## src/hw/rtl/sat_pkg.sv

```systemverilog
`default_nettype none

package sat_pkg;

    localparam int unsigned TIME_W     = 32;
    localparam int unsigned IN_IDX_W   = 4;
    // Internal slot index width, wide enough for the largest pool (1024).
    localparam int unsigned SLOT_IDX_W = 10;

    localparam logic [TIME_W-1:0] TIMEOUT_RESET = 32'd300;
    localparam logic              REG_TIMEOUT   = 1'b0;

    typedef enum logic {
        OP_ALLOCATE = 1'b0,
        OP_RELEASE  = 1'b1
    } t_op;

    typedef struct packed {
        t_op                 op;
        logic [IN_IDX_W-1:0] slot_index;
        logic [TIME_W-1:0]   now_seconds;
    } t_req;

    typedef struct packed {
        logic                granted;
        logic [IN_IDX_W-1:0] slot;
        logic                reclaimed;
    } t_rsp;

    // Scan token handed from cell to cell.
    typedef struct packed {
        logic                  valid;
        logic                  has_free;
        logic [SLOT_IDX_W-1:0] free_idx;
        logic                  has_stale;
        logic [SLOT_IDX_W-1:0] stale_idx;
    } t_scan;

    // Write broadcast from the controller to all cells.
    typedef struct packed {
        logic                  en;
        logic                  busy;
        logic [SLOT_IDX_W-1:0] idx;
        logic [TIME_W-1:0]     stamp;
    } t_cell_wr;

endpackage

`default_nettype wire

```

## src/hw/rtl/sat_cell.sv

```systemverilog
`default_nettype none

module sat_cell #(
    parameter int unsigned IDX = 0
) (
    input  wire logic                        i_clk,
    input  wire logic                        i_rst_n,
    input  wire logic [sat_pkg::TIME_W-1:0]  i_now,
    input  wire logic [sat_pkg::TIME_W-1:0]  i_timeout,
    input  wire sat_pkg::t_cell_wr           i_wr,
    input  wire sat_pkg::t_scan              i_scan,
    output sat_pkg::t_scan                   o_scan
);

    localparam logic [sat_pkg::SLOT_IDX_W-1:0] MY_IDX = sat_pkg::SLOT_IDX_W'(IDX);

    logic                       r_busy;
    logic [sat_pkg::TIME_W-1:0] r_time;
    logic                       r_valid;
    sat_pkg::t_scan             r_scan;
    sat_pkg::t_scan             n_scan;
    logic                       w_hit;
    logic [sat_pkg::TIME_W-1:0] w_age;
    logic                       w_stale;

    assign w_hit   = i_wr.en && (i_wr.idx == MY_IDX);
    assign w_age   = i_now - r_time;
    assign w_stale = r_busy && (w_age > i_timeout);

    always_ff @(posedge i_clk) begin
        if (!i_rst_n) begin
            r_busy <= 1'b0;
        end else if (w_hit) begin
            r_busy <= i_wr.busy;
        end
    end

    // Stamp only when the slot turns or stays busy.
    always_ff @(posedge i_clk) begin
        if (w_hit && i_wr.busy) begin
            r_time <= i_wr.stamp;
        end
    end

    // Keep the lowest free and lowest stale index seen so far.
    always_comb begin
        n_scan           = i_scan;
        n_scan.has_free  = i_scan.has_free || !r_busy;
        n_scan.free_idx  = i_scan.has_free ? i_scan.free_idx : MY_IDX;
        n_scan.has_stale = i_scan.has_stale || w_stale;
        n_scan.stale_idx = i_scan.has_stale ? i_scan.stale_idx : MY_IDX;
    end

    always_ff @(posedge i_clk) begin
        if (!i_rst_n) begin
            r_valid <= 1'b0;
        end else begin
            r_valid <= i_scan.valid;
        end
    end

    always_ff @(posedge i_clk) begin
        r_scan <= n_scan;
    end

    always_comb begin
        o_scan       = r_scan;
        o_scan.valid = r_valid;
    end

endmodule

`default_nettype wire

```

## src/hw/rtl/slot_allocator_with_timeout.sv

```systemverilog
`default_nettype none

// Slot allocator with timeout reclaim.
//
// Request channel: drive i_req and raise start; the item is taken at the
// clock edge where start is high and busy is low. op selects allocate or
// release. Allocate grants the lowest free slot, else reclaims the lowest
// busy slot whose age (now minus last grant, mod 2^32) exceeds the timeout,
// else fails. Release clears the named slot, if in range; result all zero.
// Result channel: o_result is shown for exactly one cycle with
// o_result_valid high. The receiver cannot stall, so no result is held.
// Timing: a release result appears in the cycle after the item is taken,
// and the next item may follow at once. An allocate sends a scan token
// through the row of SLOT_COUNT cells, one cell per cycle; its result is
// registered after the token leaves the last cell (r_go, one register per
// cell, then the result register). busy is high meanwhile and drops with
// the result, so no next item is taken until an allocate's result shows.
// The scan length, one register per cell, sets the allocate rate.
// Config: APB register 0 (address 0) holds timeout_seconds, reset 300.
// Reset: all slots free, no scan in flight, no result pending.
module slot_allocator_with_timeout #(
    parameter int unsigned SLOT_COUNT = 16
) (
    input  wire logic          i_clk,
    input  wire logic          i_rst_n,
    input  wire logic          start,
    output logic               busy,
    input  wire sat_pkg::t_req i_req,
    output logic               o_result_valid,
    output sat_pkg::t_rsp      o_result,
    input  wire logic          psel,
    input  wire logic          penable,
    input  wire logic          pwrite,
    input  wire logic [2:0]    paddr,
    input  wire logic [31:0]   pwdata,
    output logic [31:0]        prdata,
    output logic               pready
);

    typedef enum logic {
        ST_IDLE,
        ST_SCAN
    } t_state;

    t_state                     r_state;
    logic                       r_go;
    logic [sat_pkg::TIME_W-1:0] r_now;
    logic [sat_pkg::TIME_W-1:0] r_timeout;
    logic                       r_rsp_valid;
    sat_pkg::t_rsp              r_rsp;
    sat_pkg::t_rsp              n_rsp;
    sat_pkg::t_cell_wr          w_wr;
    sat_pkg::t_scan             w_scan [SLOT_COUNT+1];
    sat_pkg::t_scan             w_last;
    logic                       w_accept;
    logic                       w_rel_ok;
    logic                       w_done;

    // Config port: always ready, one register.
    assign pready = 1'b1;
    assign prdata = (paddr[2] == sat_pkg::REG_TIMEOUT) ? r_timeout : '0;

    always_ff @(posedge i_clk) begin
        if (!i_rst_n) begin
            r_timeout <= sat_pkg::TIMEOUT_RESET;
        end else if (psel && penable && pwrite && pready
                     && (paddr[2] == sat_pkg::REG_TIMEOUT)) begin
            r_timeout <= pwdata;
        end
    end

    assign busy     = (r_state != ST_IDLE);
    assign w_accept = start && (r_state == ST_IDLE);
    // Drop releases that name a slot outside the pool.
    assign w_rel_ok = 32'(i_req.slot_index) < 32'(SLOT_COUNT);

    // Inject a fresh token at the head of the row.
    always_comb begin
        w_scan[0]           = '0;
        w_scan[0].valid     = r_go;
    end

    for (genvar g = 0; g < SLOT_COUNT; g++) begin : g_cell
        sat_cell #(
            .IDX (g)
        ) u_cell (
            .i_clk     (i_clk),
            .i_rst_n   (i_rst_n),
            .i_now     (r_now),
            .i_timeout (r_timeout),
            .i_wr      (w_wr),
            .i_scan    (w_scan[g]),
            .o_scan    (w_scan[g+1])
        );
    end

    assign w_last = w_scan[SLOT_COUNT];
    assign w_done = (r_state == ST_SCAN) && w_last.valid;

    // Cell writes: release in the accept cycle, grant when the token exits.
    always_comb begin
        w_wr       = '0;
        w_wr.stamp = r_now;
        n_rsp      = '0;
        if (w_accept && (i_req.op == sat_pkg::OP_RELEASE) && w_rel_ok) begin
            w_wr.en   = 1'b1;
            w_wr.busy = 1'b0;
            w_wr.idx  = sat_pkg::SLOT_IDX_W'(i_req.slot_index);
        end else if (w_done && w_last.has_free) begin
            w_wr.en       = 1'b1;
            w_wr.busy     = 1'b1;
            w_wr.idx      = w_last.free_idx;
            n_rsp.granted = 1'b1;
            n_rsp.slot    = sat_pkg::IN_IDX_W'(w_last.free_idx);
        end else if (w_done && w_last.has_stale) begin
            w_wr.en         = 1'b1;
            w_wr.busy       = 1'b1;
            w_wr.idx        = w_last.stale_idx;
            n_rsp.granted   = 1'b1;
            n_rsp.slot      = sat_pkg::IN_IDX_W'(w_last.stale_idx);
            n_rsp.reclaimed = 1'b1;
        end
    end

    always_ff @(posedge i_clk) begin
        if (!i_rst_n) begin
            r_state     <= ST_IDLE;
            r_go        <= 1'b0;
            r_rsp_valid <= 1'b0;
        end else begin
            r_go        <= 1'b0;
            r_rsp_valid <= 1'b0;
            case (r_state)
                ST_IDLE: begin
                    if (w_accept) begin
                        r_now <= i_req.now_seconds;
                        if (i_req.op == sat_pkg::OP_RELEASE) begin
                            r_rsp_valid <= 1'b1;
                            r_rsp       <= n_rsp;
                        end else begin
                            r_go    <= 1'b1;
                            r_state <= ST_SCAN;
                        end
                    end
                end
                ST_SCAN: begin
                    // Hold until the token leaves the last cell, then report.
                    if (w_last.valid) begin
                        r_rsp_valid <= 1'b1;
                        r_rsp       <= n_rsp;
                        r_state     <= ST_IDLE;
                    end
                end
                default: begin
                    r_state <= ST_IDLE;
                end
            endcase
        end
    end

    assign o_result_valid = r_rsp_valid;
    assign o_result       = r_rsp;

endmodule

`default_nettype wire

```

## config.mk

```make
export PLATFORM = sky130hd
export DESIGN_NAME = slot_allocator_with_timeout
export DESIGN_NICKNAME = d
export VERILOG_FILES = /design/src/hw/rtl/sat_pkg.sv /design/src/hw/rtl/sat_cell.sv /design/src/hw/rtl/slot_allocator_with_timeout.sv
export SDC_FILE = /design/constraint.sdc
export NUM_CORES = 2
export LEC_CHECK = 0
export BUFFER_PORTS_ARGS = -buffer_cell sky130_fd_sc_hd__buf_4
export CORE_MARGIN = 2
export CORE_UTILIZATION = 50
export CTS_CLUSTER_SIZE = 10
export DETAILED_ROUTE_END_ITERATION = 16
export MAX_ROUTING_LAYER = met4
export PLACE_DENSITY = 0.66
export SETUP_SLACK_MARGIN = 0.02
export SLEW_MARGIN = 10
export SYNTH_ARGS = -nofsm -noshare
export SYNTH_HDL_FRONTEND = slang
export SYNTH_SLANG_ARGS = --single-unit
```

## constraint.sdc

```tcl
create_clock -name i_clk -period 11.56 [get_ports i_clk]
set_input_delay 0.578 -clock i_clk [delete_from_list [all_inputs] [get_ports i_clk]]
set_output_delay 0.578 -clock i_clk [all_outputs]
set_load 0.005 [all_outputs]
```

-- Word-level counts from Yosys, hierarchy flattened
Index checks and enable logic that the tools add are counted.
- bits of input ports: 78
- output and inout port bits: 41
- word-level logic and storage cells: 299
- register bits: 949
- equality and inequality tests: 18
- magnitude comparators: 16
- muxes and demuxes: 22
- bitwise operators: 3
- reductions and logical operators: 106
- $add $sub $neg: 16
- operators by type and width (operator ; count):
    $gt A32 B32 Y1 ; 16
    $sub A32 B32 Y32 ; 16
    $eq A10 B4 Y1 const B ; 8
    $logic_and A1 B1 Y1 ; 56
    $eq A10 B3 Y1 const B ; 4
    $mux W12 ; 3
    $mux W32 ; 1
    $logic_or A1 B1 Y1 ; 30
    $mux W6 ; 5
    $eq A10 B2 Y1 const B ; 2
    $logic_not A1 Y1 ; 16
    $pmux W6 S2 ; 1
    $eq A10 B1 Y1 const B ; 1
    $logic_not A10 Y1 ; 1
    $mux W1 ; 9
    $mux W5 ; 1
    $ne A2 B2 Y1 const B ; 2
    $pmux W1 S2 ; 2
    $reduce_and A4 Y1 ; 1
    $not A1 Y1 ; 3
    $reduce_and A3 Y1 ; 1
    $ne A2 B1 Y1 const B ; 1
    $reduce_or A2 Y1 ; 1

-- Longest topological paths before layout
- word-level depth: 8
- depth in mapped cells: 25
- mapped depth without buffers: 25

-- Cells and area by module
From an unflattened synthesis, not the netlist that was laid out.
- cell total of the unflattened synthesis: 8137
- area, all modules: 72833.6 sq um
- by module, submodules not included (module ; times used ; cells an instance ; area each (sq um) ; sequential area each (sq um)):
    sat_cell (g_cell[1].u_cell ...) ; 3 ; 520 ; 4534.3 ; 1441.4
    sat_cell (g_cell[5].u_cell ...) ; 2 ; 520 ; 4536.9 ; 1441.4
    sat_cell (g_cell[13].u_cell ...) ; 2 ; 477 ; 4272.8 ; 1441.4
    sat_cell (g_cell[11].u_cell) ; 1 ; 522 ; 4534.3 ; 1441.4
    sat_cell (g_cell[3].u_cell) ; 1 ; 522 ; 4531.8 ; 1441.4
    sat_cell (g_cell[10].u_cell) ; 1 ; 476 ; 4271.6 ; 1441.4
    sat_cell (g_cell[0].u_cell) ; 1 ; 476 ; 4266.6 ; 1441.4
    sat_cell (g_cell[15].u_cell) ; 1 ; 474 ; 4262.8 ; 1441.4
    sat_cell (g_cell[7].u_cell) ; 1 ; 472 ; 4230.3 ; 1441.4
    sat_cell (g_cell[8].u_cell) ; 1 ; 470 ; 4230.3 ; 1441.4
    sat_cell (g_cell[9].u_cell) ; 1 ; 454 ; 4229.1 ; 1441.4
    sat_cell (g_cell[12].u_cell) ; 1 ; 453 ; 4167.7 ; 1441.4
    slot_allocator_with_timeout ; 1 ; 264 ; 2886.5 ; 1841.8

-- Worst setup path before layout
No wires, ideal clock.
- kind: register to register
- from: register r_now[1] (netlist bit)
- to: register g_cell[10].u_cell.r_scan (netlist bit g_cell[10].u_cell.o_scan[10])
- setup time: 0.115 ns
- path buffers: 0
- stages on the path, launching flop included: 19
- path slack: 6.338 ns
- arrival: 5.107 ns
- clock period less this slack: 5.222 ns
- required time: 11.445 ns
- cells stage by stage: edfxtp_1 ha_1 nor2b_1 o31a_1 o41ai_4 o21ai_2 o41ai_4 o21ai_1 o41a_1 a221oi_2 o21ai_1 xnor2_1 ha_1 nand4_1 or3_1 nor2_1 nand3_1 a21oi_1 nor2_1
- RTL lines (element ; RTL line ; source):
    start, declared ; slot_allocator_with_timeout.sv:47 ; logic [sat_pkg::TIME_W-1:0] r_now;
    start signal, assigned ; slot_allocator_with_timeout.sv:136 ; r_now <= i_req.now_seconds;
    end signal, assigned ; sat_cell.sv:63 ; r_scan <= n_scan;
    end, declared ; sat_cell.sv:20 ; sat_pkg::t_scan r_scan;

==> impl_metrics.toml <==
[yosys]
ys_top_cells_by_count = "ha_1 (1008), inv_1 (647), a21oi_1 (551)"
synth-seq-cells = 747
yosysTopAreaCell = "edfxtp_1"
syn_nets = 7279
syn_avg_cell_area_um2 = 9.587
syn_area_um2 = 59220
ys.warnings.count = 0
ys_top_cells_by_area = "edfxtp_1 (28%), ha_1 (21%), dfxtp_1 (6.7%), a21o_1 (5.5%), a21oi_1 (4.7%)"
ys_seq_area_frac = 0.3455
ys_async_sr_fraction = 0
synth-edff-count = 550
synth_flop_cell = "edfxtp_1"
synth_cells = 6177
synth_top_area_share = 0.2789
yosysMostFrequentCell = "ha_1"
yosys.cell_types.count = 88

[critical_path]
cp_common_cell = "a21oi_1"
path_max_fanout = 17
cpPeakStageDelay_ns = 0.84
critPathCaptureType = "register"
startpoint_type = "register"
critPathRequiredTime_ns = 12.19
arrival_ns = 7.22
cp_cell_sequence = "buf_4, inv_1, buf_4, ha_1, inv_1, fa_1, a21oi_1, nor2_1, o311ai_0, a211oi_1, o311ai_0, o21ai_0, nand2_1, o21ai_0, a21oi_1, xnor2_1, ha_1, nand3_1, nor4_1, a21oi_1, o211ai_1, a31oi_1, nor2_1"
worstSetupPathType = "register to register"
cpMaxStageDelayCell = "o311ai_0"

[timing]
max_freq_mhz = 151.7
rsz0062_at_grt = "false"
relSlewSlack = 0.2126
setup_viol_count_final = 0
period_share = 0.5702
tightest_slew_ns = 1.181
period_minus_slack_ns = 6.591
drv_slew = 0
finClkSkew_ns = 0.01940
hold_violations = 0
setup_tns_ns = 0

[routing]
num_vias = 46550
via_per_inst = 5.804
drc = 0
routedWlPerCell_um = 20.53
first_pass_iters = 7
ant_nets = 0
drt-total-wl_mm = 164.6
drt_iter0_drc = 2797

[clocking]
h-tree-depth = 3
cts_buffer_depth = 3
ctsResizeCount = 0
cts_tree = "yes"
clk_latency_ns = 0.70
cts_hold_buf = 0
cts.sinks = 747
cts_setup_buffers = 0
cts_buffers = 93
root_buffer = "clkbuf_16"
clk_pin_slew_ns = 0.06

[placement]
gp_congestion = 0.9212
hpwl_mm = 121.8
dp_cells = 7849
placed_cell_area_um2 = 62500
port_buffers = 115

[power]
irDropWorstVdd_mv = 0.1237
leakage_nw = 29.16
power_density_nw_per_um2 = 105.0

[global_routing]
grt_pass1_vias = 46120
grt_usage = 0.2783
grt_antenna_before_repair = 3
grt_max_degree = 40
grt_pass1_wl_mm = 254.2
grt.overflow.total = 0

[floorplan]
io_pins = 119
coreArea_um2 = 117800
placementRows = 126
die-area_um2 = 121200
die_x_um = 348.1
start_util = 0.5028
die_h_um = 348.1

[worst_hold_path]
min_path_type = "input port to register"

[status]
status = "finished, final reports clean"

[cells_and_area]
area_delta_synth_final_pct = 10.36
final_area_um2 = 65350
diodes = 0
final_core_util = 0.5549
drive_above_1_share = 0.06355
layout.cells.non_filler = 8019
layout.nets = 7510

[run]
drv_cap = 0
kinds of logic (layout without fill, tap and decap cells):
kind of cell               Yosys count  after routing  share of synthesized area
xor gates and xnor gates           459            459                    0.06789
other                                1              1                 0.00006333
adders and majority gates         1024           1024                     0.2184
DFF                                747            747                     0.3455
muxes                                1              1                  0.0001690
AOI/OAI and AO/OA                 1817           1817                     0.2016
buffers and inverters              708           1014                    0.04496
and+or+nand+nor                   1420           1420                     0.1214
per-stage QoR:
| stage | hold WS [ns] | setup WS [ns] | power (mW) |
|---|---|---|---|
| finish | 0.06093 | 4.969 | 6.860 |
| floorplan | 0.3564 | 6.338 | 3.797 |
| detailed placement | 0.3668 | 5.068 | 4.130 |
| global placement | 0.3635 | 5.065 | 4.099 |
| global route | 0.02939 | 4.683 | 7.162 |
| CTS | 0.01868 | 5.036 | 6.910 |
registers in the layout, summed over array words and instances (netlist names), 6 cells and up:
signal and cells:
g_cell.u_cell.o_scan 130, g_cell.u_cell.r_busy 16, g_cell.u_cell.r_time 512, g_cell.u_cell.r_valid 16
o_result 6, r_now 32, r_timeout 32
power breakdown:
group	total (mW)	internal, mW	leakage (nW)	switching, mW
Clock	2.78	1.59	1.39	1.19
Combinational	1.19	0.506	21.2	0.686
Sequential	2.89	2.88	6.54	0.0139
Total	6.86	4.97	29.2	1.89
worst paths after layout:
path,start,cells past startpoint,end,slack (ns)
worst max-delay path,r_now[0]$_DFFE_PP_,23,g_cell[9].u_cell.o_scan[10]$_DFF_P_,4.97
worst min-delay path,i_req[17],1,r_now[17]$_DFFE_PP_,0.06
worst max register to register,r_now[0]$_DFFE_PP_,23,g_cell[9].u_cell.o_scan[10]$_DFF_P_,4.97
worst min register to register,g_cell[4].u_cell.r_busy$_SDFFE_PN0P_,1,g_cell[4].u_cell.o_scan[21]$_DFF_P_,0.38
per-layer routing:
metal	track usage	routed length (um)	part of all wire
met4	0.1042	6738	0.041
met5	-	0	0
met2	0.4824	80170	0.49
met3	0.02803	7362	0.045
met1	0.3342	70320	0.43
cell type report:
class / instances / area, um2
clock buffer: 147 / 2674
clock inverter: 23 / 172.7
fill: 10400 / 52410
inverter: 647 / 2429
multi-input combinational: 4722 / 36220
sequential: 747 / 20460
tap: 1536 / 1922
timing repair buffer: 197 / 1479
layout by cell type, fill, tap and decap left out, types with 163 or more instances in the layout:
| master | synthesis | layout |
|---|---|---|
| ha_1 | 1008 | 1008 |
| inv_1 | 647 | 645 |
| a21oi_1 | 551 | 551 |
| edfxtp_1 | 550 | 550 |
| a21o_1 | 430 | 430 |
| nor2_1 | 364 | 348 |
| xnor2_1 | 308 | 308 |
| o21ai_0 | 300 | 300 |
| nand2_1 | 274 | 274 |
| dfxtp_1 | 197 | 197 |
| buf_4 | 1 | 197 |
| nand2b_1 | 165 | 165 |
| nand4_1 | 163 | 163 |
critical path, delay by kind of cell, from the launching register on:
kind	cells	cell delay (ns)
AOI/OAI and AO/OA	10	3.14
xor gates and xnor gates	1	0.09
adders and majority gates	3	0.91
buffers and inverters	4	0.84
DFF	1	0.35
and+or+nand+nor	5	1.19
(Power assumes the default switching activity.)
